## src/hdl/mcbd_pkg.sv

```systemverilog
// shared constants and types for the multi-click button decoder
package mcbd_pkg;

   localparam int DEFAULT_FRAME_COUNT_BITS = 16;

   localparam int CFG_W      = 16;
   localparam int COUNT_W    = 8;
   localparam int CSR_ADDR_W = 4;
   localparam int CSR_DATA_W = 32;
   localparam int REG_IDX_W  = 2;

   // register indexes, byte address is four times the index
   localparam logic [REG_IDX_W-1:0] REG_PRESS_MIN   = 2'd0;
   localparam logic [REG_IDX_W-1:0] REG_PRESS_MAX   = 2'd1;
   localparam logic [REG_IDX_W-1:0] REG_RELEASE_MIN = 2'd2;
   localparam logic [REG_IDX_W-1:0] REG_RELEASE_MAX = 2'd3;

   localparam logic [CFG_W-1:0] PRESS_MIN_RESET   = 16'd10;
   localparam logic [CFG_W-1:0] PRESS_MAX_RESET   = 16'd100;
   localparam logic [CFG_W-1:0] RELEASE_MIN_RESET = 16'd8;
   localparam logic [CFG_W-1:0] RELEASE_MAX_RESET = 16'd36;

   localparam logic MODE_FRAME = 1'b0;
   localparam logic MODE_READ  = 1'b1;

   localparam logic [COUNT_W-1:0] TOTAL_MAX = {COUNT_W{1'b1}};

   typedef struct packed {
      logic               count_valid;
      logic [COUNT_W-1:0] click_count;
   } rsp_word_type;

endpackage

```

## src/hdl/mcbd_if.sv

```systemverilog
// request and response channel interfaces of the multi-click button decoder
interface mcbd_req_if;
   logic valid;
   logic ready;
   logic mode;
   logic pressed;

   modport source (output valid, output mode, output pressed, input ready);
   modport sink (input valid, input mode, input pressed, output ready);
endinterface

interface mcbd_rsp_if;
   logic                        valid;
   logic                        ready;
   logic                        count_valid;
   logic [mcbd_pkg::COUNT_W-1:0] click_count;

   modport source (output valid, output count_valid, output click_count, input ready);
   modport sink (input valid, input count_valid, input click_count, output ready);
endinterface

```

## src/hdl/multi_click_button_decoder.sv

```systemverilog
// multi-click button decoder: top level with frame counting, click windows and output buffer
//
// usage notes
// - req_chan takes one word per cycle while its ready is high: mode 0 is a frame sample
//   carrying the button level in pressed, mode 1 reads and clears the pending click count
// - rsp_chan returns exactly one word per request word, in order: count_valid and
//   click_count; a frame word reports the published total on the frame whose release
//   runs past release_max, otherwise zeros
// - the four window registers sit on the apb port at byte addresses 0, 4, 8 and 12;
//   write them only while no word is in flight
// - an accepted word's result is registered in the result register, or in the skid register
//   if that is full; frame counters, window compares and click total settle in one
//   combinational pass, and a new word is taken every clock while req_chan.ready is high
// - a two-entry output buffer (result register plus skid register) lets the block
//   take a new word while a result waits; req_chan.ready falls only once both are full
// - reset (synchronous, active high) clears all counters, the pending count and the
//   output buffer, and loads the window registers with their default values
// - a stalled receiver simply holds rsp_chan; no word is lost or repeated
module multi_click_button_decoder #(
   parameter int FRAME_COUNT_BITS = mcbd_pkg::DEFAULT_FRAME_COUNT_BITS
) (
   input  logic                              clock,
   input  logic                              reset,
   mcbd_req_if.sink                          req_chan,
   mcbd_rsp_if.source                        rsp_chan,
   input  logic                              psel,
   input  logic                              penable,
   input  logic                              pwrite,
   input  logic [mcbd_pkg::CSR_ADDR_W-1:0]   paddr,
   input  logic [mcbd_pkg::CSR_DATA_W-1:0]   pwdata,
   output logic [mcbd_pkg::CSR_DATA_W-1:0]   prdata,
   output logic                              pready
);

   // compare width covers both the frame counters and the 16 bit windows
   localparam int CMP_W = (FRAME_COUNT_BITS > mcbd_pkg::CFG_W) ?
                          FRAME_COUNT_BITS : mcbd_pkg::CFG_W;
   localparam logic [FRAME_COUNT_BITS-1:0] FRAME_MAX = {FRAME_COUNT_BITS{1'b1}};

   // window registers
   logic [mcbd_pkg::CFG_W-1:0] press_min_ff, press_max_ff;
   logic [mcbd_pkg::CFG_W-1:0] release_min_ff, release_max_ff;

   // gesture state
   logic [FRAME_COUNT_BITS-1:0] press_frames_ff, press_frames_in;
   logic [FRAME_COUNT_BITS-1:0] release_frames_ff, release_frames_in;
   logic [FRAME_COUNT_BITS-1:0] last_press_ff, last_press_in;
   logic [mcbd_pkg::COUNT_W-1:0] click_total_ff, click_total_in;
   logic                         click_taken_ff, click_taken_in;
   logic [mcbd_pkg::COUNT_W-1:0] pending_count_ff, pending_count_in;
   logic                         pending_valid_ff, pending_valid_in;

   // output buffer: result register and skid register
   mcbd_pkg::rsp_word_type out_word_ff, out_word_in;
   logic                   out_valid_ff, out_valid_in;
   mcbd_pkg::rsp_word_type skid_word_ff, skid_word_in;
   logic                   skid_valid_ff, skid_valid_in;

   logic                              req_take;
   logic                              rsp_take;
   logic                              csr_write;
   logic [mcbd_pkg::REG_IDX_W-1:0]    csr_idx;
   mcbd_pkg::rsp_word_type            new_word;

   // window compare helpers
   logic [CMP_W-1:0] last_cmp, release_cmp;
   logic             press_ok, release_ok, click_hit, publish;
   logic [mcbd_pkg::COUNT_W-1:0] total_after;

   // ---------------------------------------------------------------- apb port
   assign pready    = 1'b1;
   assign csr_write = psel && penable && pwrite && pready;
   assign csr_idx   = paddr[mcbd_pkg::CSR_ADDR_W-1:2];

   always_ff @(posedge clock) begin
      if (reset) begin
         press_min_ff   <= mcbd_pkg::PRESS_MIN_RESET;
         press_max_ff   <= mcbd_pkg::PRESS_MAX_RESET;
         release_min_ff <= mcbd_pkg::RELEASE_MIN_RESET;
         release_max_ff <= mcbd_pkg::RELEASE_MAX_RESET;
      end else if (csr_write) begin
         case (csr_idx)
            mcbd_pkg::REG_PRESS_MIN:   press_min_ff   <= pwdata[mcbd_pkg::CFG_W-1:0];
            mcbd_pkg::REG_PRESS_MAX:   press_max_ff   <= pwdata[mcbd_pkg::CFG_W-1:0];
            mcbd_pkg::REG_RELEASE_MIN: release_min_ff <= pwdata[mcbd_pkg::CFG_W-1:0];
            mcbd_pkg::REG_RELEASE_MAX: release_max_ff <= pwdata[mcbd_pkg::CFG_W-1:0];
            default: ;
         endcase
      end
   end

   always_comb begin
      case (csr_idx)
         mcbd_pkg::REG_PRESS_MIN:   prdata = mcbd_pkg::CSR_DATA_W'(press_min_ff);
         mcbd_pkg::REG_PRESS_MAX:   prdata = mcbd_pkg::CSR_DATA_W'(press_max_ff);
         mcbd_pkg::REG_RELEASE_MIN: prdata = mcbd_pkg::CSR_DATA_W'(release_min_ff);
         mcbd_pkg::REG_RELEASE_MAX: prdata = mcbd_pkg::CSR_DATA_W'(release_max_ff);
         default:                   prdata = '0;
      endcase
   end

   // ---------------------------------------------------------------- handshakes
   // a new word is taken as long as the skid register is free
   assign req_chan.ready = !skid_valid_ff;
   assign req_take       = req_chan.valid && req_chan.ready;
   assign rsp_take       = rsp_chan.valid && rsp_chan.ready;

   // ---------------------------------------------------------------- gesture logic
   always_comb begin
      press_frames_in   = press_frames_ff;
      release_frames_in = release_frames_ff;
      last_press_in     = last_press_ff;
      click_total_in    = click_total_ff;
      click_taken_in    = click_taken_ff;
      pending_count_in  = pending_count_ff;
      pending_valid_in  = pending_valid_ff;
      new_word          = '0;

      // frame counters, saturating
      if (req_chan.pressed) begin
         if (press_frames_ff != FRAME_MAX) begin
            press_frames_in = press_frames_ff + 1'b1;
         end
         release_frames_in = '0;
         click_taken_in    = 1'b0;
      end else begin
         if (press_frames_ff != '0) begin
            last_press_in   = press_frames_ff;
            press_frames_in = '0;
         end
         if (release_frames_ff != FRAME_MAX) begin
            release_frames_in = release_frames_ff + 1'b1;
         end
      end

      // one click per release once both lengths sit inside their windows
      last_cmp    = CMP_W'(last_press_in);
      release_cmp = CMP_W'(release_frames_in);
      press_ok    = (last_cmp >= CMP_W'(press_min_ff)) && (last_cmp <= CMP_W'(press_max_ff));
      release_ok  = (release_cmp >= CMP_W'(release_min_ff)) &&
                    (release_cmp <= CMP_W'(release_max_ff));
      click_hit   = press_ok && release_ok && !click_taken_in;

      total_after = click_total_ff;
      if (click_hit && (click_total_ff != mcbd_pkg::TOTAL_MAX)) begin
         total_after = click_total_ff + 1'b1;
      end

      // long release closes the gesture and publishes a nonzero total
      publish = (release_cmp > CMP_W'(release_max_ff)) && (total_after != '0);

      if (req_chan.mode == mcbd_pkg::MODE_READ) begin
         // read word: counters untouched, pending count handed out and cleared
         press_frames_in       = press_frames_ff;
         release_frames_in     = release_frames_ff;
         last_press_in         = last_press_ff;
         click_total_in        = click_total_ff;
         click_taken_in        = click_taken_ff;
         new_word.count_valid  = pending_valid_ff;
         new_word.click_count  = pending_valid_ff ? pending_count_ff : '0;
         pending_count_in      = '0;
         pending_valid_in      = 1'b0;
      end else begin
         click_taken_in = click_taken_in || click_hit;
         click_total_in = total_after;
         if (publish) begin
            pending_count_in     = total_after;
            pending_valid_in     = 1'b1;
            new_word.count_valid = 1'b1;
            new_word.click_count = total_after;
            click_total_in       = '0;
         end
      end
   end

   always_ff @(posedge clock) begin
      if (reset) begin
         press_frames_ff   <= '0;
         release_frames_ff <= '0;
         last_press_ff     <= '0;
         click_total_ff    <= '0;
         click_taken_ff    <= 1'b0;
         pending_count_ff  <= '0;
         pending_valid_ff  <= 1'b0;
      end else if (req_take) begin
         press_frames_ff   <= press_frames_in;
         release_frames_ff <= release_frames_in;
         last_press_ff     <= last_press_in;
         click_total_ff    <= click_total_in;
         click_taken_ff    <= click_taken_in;
         pending_count_ff  <= pending_count_in;
         pending_valid_ff  <= pending_valid_in;
      end
   end

   // ---------------------------------------------------------------- output buffer
   always_comb begin
      out_word_in   = out_word_ff;
      out_valid_in  = out_valid_ff;
      skid_word_in  = skid_word_ff;
      skid_valid_in = skid_valid_ff;
      if (rsp_take) begin
         if (skid_valid_ff) begin
            // skid word moves up, no new word can arrive this cycle
            out_word_in   = skid_word_ff;
            skid_valid_in = 1'b0;
         end else begin
            out_word_in  = new_word;
            out_valid_in = req_take;
         end
      end else if (req_take) begin
         if (!out_valid_ff) begin
            out_word_in  = new_word;
            out_valid_in = 1'b1;
         end else begin
            skid_word_in  = new_word;
            skid_valid_in = 1'b1;
         end
      end
   end

   always_ff @(posedge clock) begin
      if (reset) begin
         out_valid_ff  <= 1'b0;
         skid_valid_ff <= 1'b0;
      end else begin
         out_valid_ff  <= out_valid_in;
         skid_valid_ff <= skid_valid_in;
      end
   end

   always_ff @(posedge clock) begin
      out_word_ff  <= out_word_in;
      skid_word_ff <= skid_word_in;
   end

   assign rsp_chan.valid       = out_valid_ff;
   assign rsp_chan.count_valid = out_word_ff.count_valid;
   assign rsp_chan.click_count = out_word_ff.click_count;

   // ---------------------------------------------------------------- assertions
   // skid register only fills behind a full result register
   assert property (@(posedge clock) disable iff (reset)
      skid_valid_ff |-> out_valid_ff)
      else $error("skid word held while result register empty");

   // a reported count is never zero
   assert property (@(posedge clock) disable iff (reset)
      (rsp_chan.valid && rsp_chan.count_valid) |-> (rsp_chan.click_count != '0))
      else $error("reported click count is zero");

   // no count reported means a zero count field
   assert property (@(posedge clock) disable iff (reset)
      (rsp_chan.valid && !rsp_chan.count_valid) |-> (rsp_chan.click_count == '0))
      else $error("click count set without count_valid");

   // a pressed frame restarts the release count
   assert property (@(posedge clock) disable iff (reset)
      (req_take && (req_chan.mode == mcbd_pkg::MODE_FRAME) && req_chan.pressed)
      |=> (release_frames_ff == '0))
      else $error("release count not cleared after a pressed frame");

endmodule

```

## src/flat_wrapper.sv

```systemverilog
// flat-port wrapper written by rule: the top's interface ports become plain ports
module multi_click_button_decoder_flat 
#(
   parameter int FRAME_COUNT_BITS = mcbd_pkg::DEFAULT_FRAME_COUNT_BITS
)
  (clock, reset, psel, penable, pwrite, paddr, pwdata, prdata, pready, req_chan_valid, req_chan_mode, req_chan_pressed, req_chan_ready, rsp_chan_valid, rsp_chan_count_valid, rsp_chan_click_count, rsp_chan_ready);
  mcbd_req_if req_chan_i ();
  mcbd_rsp_if rsp_chan_i ();
  input  logic clock;
  input  logic reset;
  input  logic psel;
  input  logic penable;
  input  logic pwrite;
  input  logic [mcbd_pkg::CSR_ADDR_W-1:0] paddr;
  input  logic [mcbd_pkg::CSR_DATA_W-1:0] pwdata;
  output logic [mcbd_pkg::CSR_DATA_W-1:0] prdata;
  output logic pready;
  input wire logic [$bits(req_chan_i.valid)-1:0] req_chan_valid;
  input wire logic [$bits(req_chan_i.mode)-1:0] req_chan_mode;
  input wire logic [$bits(req_chan_i.pressed)-1:0] req_chan_pressed;
  output wire logic [$bits(req_chan_i.ready)-1:0] req_chan_ready;
  output wire logic [$bits(rsp_chan_i.valid)-1:0] rsp_chan_valid;
  output wire logic [$bits(rsp_chan_i.count_valid)-1:0] rsp_chan_count_valid;
  output wire logic [$bits(rsp_chan_i.click_count)-1:0] rsp_chan_click_count;
  input wire logic [$bits(rsp_chan_i.ready)-1:0] rsp_chan_ready;
  assign req_chan_i.valid = req_chan_valid;
  assign req_chan_i.mode = req_chan_mode;
  assign req_chan_i.pressed = req_chan_pressed;
  assign req_chan_ready = req_chan_i.ready;
  assign rsp_chan_valid = rsp_chan_i.valid;
  assign rsp_chan_count_valid = rsp_chan_i.count_valid;
  assign rsp_chan_click_count = rsp_chan_i.click_count;
  assign rsp_chan_i.ready = rsp_chan_ready;
  multi_click_button_decoder #(.FRAME_COUNT_BITS(FRAME_COUNT_BITS)) u_core (.clock(clock), .reset(reset), .req_chan(req_chan_i), .rsp_chan(rsp_chan_i), .psel(psel), .penable(penable), .pwrite(pwrite), .paddr(paddr), .pwdata(pwdata), .prdata(prdata), .pready(pready));
endmodule
```

## config.mk

```make
export PLATFORM = sky130hd
export DESIGN_NAME = multi_click_button_decoder_flat
export DESIGN_NICKNAME = d
export VERILOG_FILES = /design/src/hdl/mcbd_pkg.sv /design/src/hdl/mcbd_if.sv /design/src/hdl/multi_click_button_decoder.sv /design/src/flat_wrapper.sv
export SDC_FILE = /design/constraint.sdc
export NUM_CORES = 1
export LEC_CHECK = 0
export ABC_CLOCK_PERIOD_IN_PS = 5700
export BUFFER_PORTS_ARGS = -buffer_cell sky130_fd_sc_hd__buf_4
export CORE_ASPECT_RATIO = 0.8
export CORE_MARGIN = 5
export CORE_UTILIZATION = 54
export CTS_BUF_LIST = sky130_fd_sc_hd__clkbuf_8 sky130_fd_sc_hd__clkbuf_16
export DETAILED_ROUTE_END_ITERATION = 10
export GPL_TIMING_DRIVEN = 0
export PLACE_DENSITY = 0.77
export SLEW_MARGIN = 20
export SYNTH_ARGS = -nofsm -noshare
export SYNTH_HDL_FRONTEND = slang
export SYNTH_SLANG_ARGS = --single-unit
```

## constraint.sdc

```tcl
create_clock -name clock -period 5.7 [get_ports clock]
set_clock_uncertainty 0.15 [all_clocks]
set_input_delay 0.855 -clock clock [delete_from_list [all_inputs] [get_ports clock]]
set_output_delay 0.855 -clock clock [all_outputs]
set_load 0.05 [all_outputs]
```

==> flow_summary.ini, run 1 <==
[status]
status = finished, final reports clean

[sta]
fin_ws_ns = 0.1584
worst_pin_slew_ns = 0.9364
fmax_ghz = 0.1805
relSlewSlack = 0.3744
post-route-min-period_ns = 5.542
setup_viol = 0
rsz0062_at_grt = true
hold_viol_final = 0
setup_tns_ns = 0
slew_viol_final = 0
post-route-period-util = 0.9722

[min_path]
whs_endpoint = u_core.last_press_ff[13]
min-delay-start = u_core.last_press_ff[13]
hp-class = flip-flop to flip-flop
holdPathStages = 2

[die]
fp.coreArea_mm2 = 0.01634
die_x_um = 153.4
rows = 42
die_area_mm2 = 0.01914
pin_count = 89
initial_core_util = 0.5439
die_y_um = 124.8

[setup_path]
start_kind = flip-flop
path_class = flip-flop to flip-flop
crit_family = simple AND/OR/NAND/NOR gates
cp.required_ns = 5.72
reg2reg_depth = 19
worstPathArrival_ns = 5.56
r2r-start = u_core.release_frames_ff[4]
crit_chain = and4_1 -> and4_1 -> nand4_1 -> nor3_4 -> nor2_2 -> and2_1 -> xnor2_2 -> nor2_4 -> ha_1 -> and3_1 -> a221o_1 -> a221o_1 -> o31ai_2 -> nand3_4 -> or4_1 -> a222oi_1 -> buf_4 -> a21o_2 -> a31oi_1
critPathMaxFanout = 9
slowest_stage = or4_1
reg2reg_slack_ns = 0.16
crit_buf_inv = 1
endpoint_kind = flip-flop
cpPeakStageDelay_ns = 0.58
timing.rr.end = u_core.rsp_chan.count_valid

[clock_network]
clock_sinks = 150
cts_buffers = 17
root_buffer = clkbuf_16
clkLatencyLatePin_ns = 0.44
htreeDepth = 4
cts_buffer_depth = 2
cts_hold_buf = 0
cts_tree = built
clk_pin_slew_ns = 0.07

[route]
dr_total_vias = 8104
drc = 0
antenna_left = 0
first_pass_iters = 7
via_per_inst = 5.805
drt-initial-drc-count = 700
routed_wl_mm = 24.75
wl_per_cell_um = 17.73

[yosys]
synth_top_area_frac = 0.2973
synth-edff-count = 18
synth-main-ff-cell = dfxtp_1
synthArstFlopShare = 0
synth-simple-area-share = 0.2086
synth_top_family_by_area = simple AND/OR/NAND/NOR gates
ys_seq_area_frac = 0.3581
synth_mux_area_frac = 0.07052
ys_warn_count = 0
synth.cell_area_mm2 = 0.008889
synth_cell_types = 68
synth_xor_area_frac = 0.02858
synth-seq-cells = 150
syn_avg_cell_area_um2 = 8.307
synth_fa_ha_area_frac = 0.09572
synth-compound-area-share = 0.1613
synth_area_leaders = dfxtp_1, ha_1, nand2_1
syn_inst = 1070
synth_top_area_cell = dfxtp_1

[global_route]
antenna_found_initial = 0
grt_usage = 0.2547
overflow = 0
grt_start_max_net_pins = 17
grt_pass1_vias = 7585
grt_pass1_wl_mm = 39.47

[placed_design]
dp_hpwl_mm = 18.38
place_area_mm2 = 0.009620
finalWeightedCongestion = 0.9419
dp.cells = 1357
pre_cts_ws_ns = -0.7971
portBuffers = 52

[layout]
final_nets = 1276
final_area_mm2 = 0.01034
synthToLayoutAreaGrowth_pct = 16.36
drive_gt1_frac = 0.1548
stdcell_count = 1396
antenna_cells = 0

[pwr]
power.density_mw_per_mm2 = 241.1
ir_drop_mv = 0.1864
p_leak_nw = 3.902

[run]
cap_violations = 0
repair_timing:
item / in CTS / in global routing
pin swaps: 2 / 4
resized for setup: 4 / 13
hold endpoints to repair: 0 / 0
endpoints found under the setup margin: 26 / 23
buffers inserted: 1 / 7
how the worst max path moves through the flow:
stage          slack (ns)                   startpoint                     endpoint  cells past startpoint
2_1_floorplan        0.23  u_core.release_frames_ff[3]   u_core.pending_count_ff[0]                     19
3_3_place_gp        -0.75  u_core.release_frames_ff[3]   u_core.pending_count_ff[0]                     19
3_5_place_dp        -0.80  u_core.release_frames_ff[3]   u_core.pending_count_ff[0]                     19
4_1_cts             0.008    u_core.press_frames_ff[0]   u_core.pending_count_ff[0]                     17
5_1_grt             -0.05  u_core.release_frames_ff[4]  u_core.rsp_chan.count_valid                     19
6_report             0.16  u_core.release_frames_ff[4]  u_core.rsp_chan.count_valid                     19
sequential cells by signal, summed over array words and instances, names as in the netlist, 8 cells and up:
| name | flops |
|---|---|
| u_core.click_total_ff | 8 |
| u_core.rsp_chan.click_count | 8 |
| u_core.press_max_ff | 16 |
| u_core.press_frames_ff | 16 |
| u_core.pending_count_ff | 8 |
| u_core.last_press_ff | 16 |
| u_core.skid_word_ff | 9 |
| u_core.release_frames_ff | 16 |
| u_core.press_min_ff | 16 |
| u_core.release_min_ff | 16 |
| u_core.release_max_ff | 16 |
area by class of cell:
class                   instances  area (um^2)
fillers                      1386         6001
plain buffers                  72        397.9
inverters                      74        277.8
flip-flops and latches        150         3191
multi-input cells             788         5145
clock buffers                  18        439.2
clock inverters                14        166.4
repair buffers                 60        450.4
well taps                     220        275.3
synthesized netlist by cell type (all sizes together), types with 4 or more instances:
library cell / instances
a211oi: 4
a21o: 8
a21oi: 123
a221o: 9
a31oi: 5
a32o: 8
and2: 10
and3: 7
and4: 4
buf: 24
clkbuf: 49
dfxtp: 132
edfxtp: 18
ha: 68
inv: 73
mux2: 21
mux4: 16
nand2: 215
nand2b: 5
nand3: 26
nand4: 22
nor2: 57
nor3: 14
nor3b: 10
nor4: 5
o211ai: 11
o21ai: 28
o31ai: 9
or3: 12
or4: 5
xnor2: 11
xor2: 18
placed cells by master, fill, tap and decap left out, types with 5 or more instances in the layout:
| cell | instances |
|---|---|
| o31ai_1 | 8 |
| o211ai_1 | 11 |
| nor4_1 | 5 |
| nor3_1 | 12 |
| a21oi_1 | 122 |
| conb_1 | 17 |
| a31oi_1 | 5 |
| nand2b_1 | 5 |
| xnor2_1 | 9 |
| nor2_1 | 54 |
| inv_1 | 73 |
| mux2_2 | 21 |
| nand4_1 | 22 |
| nand2_1 | 215 |
| clkbuf_1 | 40 |
| clkbuf_8 | 6 |
| and2_1 | 7 |
| ha_1 | 68 |
| a21o_1 | 5 |
| nand3_1 | 25 |
| xor2_1 | 18 |
| nor3b_1 | 9 |
| dfxtp_1 | 128 |
| mux4_2 | 16 |
| or3_1 | 12 |
| and3_1 | 7 |
| clkbuf_16 | 17 |
| a221o_1 | 9 |
| or4_1 | 5 |
| o21ai_0 | 27 |
| a32o_1 | 8 |
| buf_4 | 77 |
| edfxtp_1 | 18 |
| buf_1 | 6 |
tightest hold or removal path: cells and delay by family, from the launching register on:
kind	cells	cell delay, ns
simple gates	1	0.05
flops	1	0.31
compound gates	1	0.05
through the flow:
step | utilization | power, mW | hold slack (ns)
after floorplan | - | 1.264 | 0.2838
after global placement | 0.5880 | 1.335 | 0.2890
after detailed placement | 0.5887 | 1.339 | 0.2984
after CTS | 0.6269 | 2.495 | 0.3065
after global routing | 0.6328 | 2.561 | 0.3253
final | 0.6328 | 2.493 | 0.3036
per-layer routing:
| layer | up-vias | GRT usage | routed length, um |
|---|---|---|---|
| li1 | 3913 | - | - |
| met1 | 3748 | 0.3512 | 10970 |
| met2 | 377 | 0.3881 | 10930 |
| met3 | 66 | 0.06912 | 2127 |
| met4 | 0 | 0.08411 | 726 |
| met5 | - | 0 | 0 |
power by group:
group          switching (mW)  internal [mW]  leakage [nW]
Sequential            0.00999           1.08          1.24
Combinational           0.159         0.0688          2.37
Clock                   0.503          0.671         0.294
Total                   0.672           1.82          3.90
logic make-up (layout without fill, tap and decap cells):
logic type	after synthesis	count (layout)
compound gates	230	230
xor+xnor	29	29
fa+ha+maj	68	68
buf+inv	147	238
flops	150	150
mux	40	40
other cells	2	17
simple gates	404	404
(Power assumes the default switching activity.)
==> run 2, diff against run 1 <==
--- a/config.mk
+++ b/config.mk
@@ -8,13 +8,11 @@
 export ABC_CLOCK_PERIOD_IN_PS = 5700
 export BUFFER_PORTS_ARGS = -buffer_cell sky130_fd_sc_hd__buf_4
 export CORE_ASPECT_RATIO = 0.8
-export CORE_MARGIN = 5
 export CORE_UTILIZATION = 54
 export CTS_BUF_LIST = sky130_fd_sc_hd__clkbuf_8 sky130_fd_sc_hd__clkbuf_16
 export DETAILED_ROUTE_END_ITERATION = 10
-export GPL_TIMING_DRIVEN = 0
 export PLACE_DENSITY = 0.77
-export SLEW_MARGIN = 20
+export SLEW_MARGIN = 5
 export SYNTH_ARGS = -nofsm -noshare
 export SYNTH_HDL_FRONTEND = slang
 export SYNTH_SLANG_ARGS = --single-unit
==> run 2 against run 1 <==
Utilization decreased by 0.53 points. Combinational power down 12%. Via count fell by 3.6%. Total power fell by 1.3%. Die area fell by 11%. Sequential power barely moved. Clock power barely moved. Register-to-register slack improved by 0.18 ns. Design area decreased by 3.2%. Count of clock-buffer cells in the layout increased by 1. Critical endpoint is now u_core.pending_count_ff[1].
==> flow_summary.ini, run 2 (synthesis gave the netlist of run 1 again) <==
[global_route]
grt_util_met2 = 0.4311
antenna_found_initial = 0
grt_use_met1 = 0.3802
grt_pass1_vias = 7205
grt_use_met3 = 0.04922
grt_usage = 0.2722
busiest_layer = met2
overflow = 0
grt_start_max_net_pins = 109
grt_pass1_wl_mm = 36.49

[min_path]
hp-class = flip-flop to flip-flop
holdPathStages = 2
whs_endpoint = u_core.last_press_ff[2]
min-delay-start = u_core.last_press_ff[2]

[clock_network]
cts_tree = built
clk_pin_slew_ns = 0.07
root_buffer = clkbuf_16
cts_hold_buf = 0
cts_buffer_depth = 2
clkLatencyLatePin_ns = 0.43
cts_buffers = 17
clock_sinks = 150
htreeDepth = 4

[pwr]
intPower_mw = 1.848
power.density_mw_per_mm2 = 245.9
clkPwrFrac = 0.475
ir_drop_mv = 0.2312
finalPower_mw = 2.461
pwr-share-seq = 0.444
combPwrFrac = 0.081
switchingPower_uw = 613.3
netSwitchingFraction = 0.2492
p_leak_nw = 3.752

[route]
antenna_left = 0
dr_total_vias = 7814
routed_wl_mm = 22.69
wl_per_cell_um = 17.04
drc = 0
via_per_inst = 5.866
drt-initial-drc-count = 694
first_pass_iters = 5

[sta]
relSlewSlack = 0.1965
setup_viol = 0
worst_pin_slew_ns = 1.205
post-route-period-util = 0.9402
fin_ws_ns = 0.3406
post-route-min-period_ns = 5.359
slew_viol_final = 0
hold_viol_final = 0
setup_tns_ns = 0
rsz0062_at_grt = false
fmax_ghz = 0.1866

[placed_design]
finalWeightedCongestion = 0.8777
dp_hpwl_mm = 15.57
dp.cells = 1297
pre_cts_ws_ns = 0.1999
portBuffers = 53
place_area_mm2 = 0.009356

[setup_path]
r2r-start = u_core.release_frames_ff[5]
worstPathArrival_ns = 5.52
reg2reg_slack_ns = 0.34
path_class = flip-flop to flip-flop
reg2reg_depth = 19
start_kind = flip-flop
critPathMaxFanout = 6
endpoint_kind = flip-flop
timing.rr.end = u_core.pending_count_ff[1]
cp.required_ns = 5.86

[layout]
final_area_mm2 = 0.01001
multi_input_area_mm2 = 0.005131
final_common_cell = nand2_1
nFillCells = 1367
final_cell_mix = nand2_1, dfxtp_1, a21oi_1, inv_1, buf_4
stdcell_count = 1332
synthToLayoutAreaGrowth_pct = 12.63
antenna_cells = 0
seq_area_mm2 = 0.003184
final_nets = 1217
drive_gt1_frac = 0.1432

[die]
pin_count = 89
rows = 41
die_y_um = 116.8
initial_core_util = 0.5571
die_area_mm2 = 0.01698
die_x_um = 145.4
fp.coreArea_mm2 = 0.01595

[status]
status = finished, final reports clean

[run]
cap_violations = 0
==> run 2: per-layer routing <==
metal | part of all wire | wire length [um] | vias to the layer above
met1 | 0.47 | 10610 | 3684
li1 | - | - | 3801
met4 | 0.014 | 329 | 0
met5 | 0 | 0 | -
met2 | 0.45 | 10320 | 300
met3 | 0.063 | 1429 | 29
==> run 2: repair_timing <==
action / in CTS / in global routing
buffers inserted: 0 / 2
hold endpoints to repair: 0 / 0
endpoints found under the setup margin: 0 / 20
gates resized for setup: 0 / 4
==> run 2: cell type report <==
class / count / share of cell area
Sequential cell: 150 / 0.3181
Timing Repair Buffer: 72 / 0.05399
Tap cell: 215 / 0.02687
Clock buffer: 19 / 0.04524
Clock inverter: 13 / 0.01550
Multi-Input combinational cell: 789 / 0.5126
Inverter: 74 / 0.02775
==> run 2: how the worst max path moves through the flow <==
stage / start / to / slack, ns
after CTS: u_core.release_frames_ff[4] / u_core.pending_count_ff[0] / 0.19
after global placement: u_core.release_frames_ff[4] / u_core.pending_count_ff[7] / 0.27
final: u_core.release_frames_ff[5] / u_core.pending_count_ff[1] / 0.34
after global routing: u_core.release_frames_ff[5] / u_core.pending_count_ff[0] / 0.007
after floorplan: u_core.release_frames_ff[3] / u_core.pending_count_ff[0] / 0.23
after detailed placement: u_core.release_frames_ff[4] / u_core.pending_count_ff[0] / 0.20
==> run 2: power by group through the flow <==
stage                     logic [mW]  registers, mW  clock network, mW
after detailed placement       0.199           1.12                  0
final                          0.201           1.09               1.17
after floorplan                0.132           1.13                  0
after CTS                      0.200           1.09               1.18
after global routing           0.214           1.09               1.22
after global placement         0.198           1.11                  0
==> run 2: critical path: stages (launching register included) <==
cell and delay (ns):
dfxtp_1 0.40, and4_1 0.25, and4_1 0.26, nand4_1 0.22, nor3_2 0.24, nor2_1 0.09
and2_1 0.21, xnor2_2 0.15, nor2_1 0.16, ha_1 0.27, and3_1 0.20, a221o_1 0.34
a221o_1 0.38, o31ai_2 0.16, nand3_4 0.17, or4_1 0.56, a222oi_1 0.37, buf_4 0.20
a21oi_2 0.11, a221o_1 0.37
==> run 2: stage by stage <==
stage	util	hold slack, ns
after CTS	0.6246	0.3070
after global placement	0.5865	0.2891
after detailed placement	0.5865	0.2980
final	0.6275	0.3042
after global routing	0.6275	0.3244
after floorplan	-	0.2838
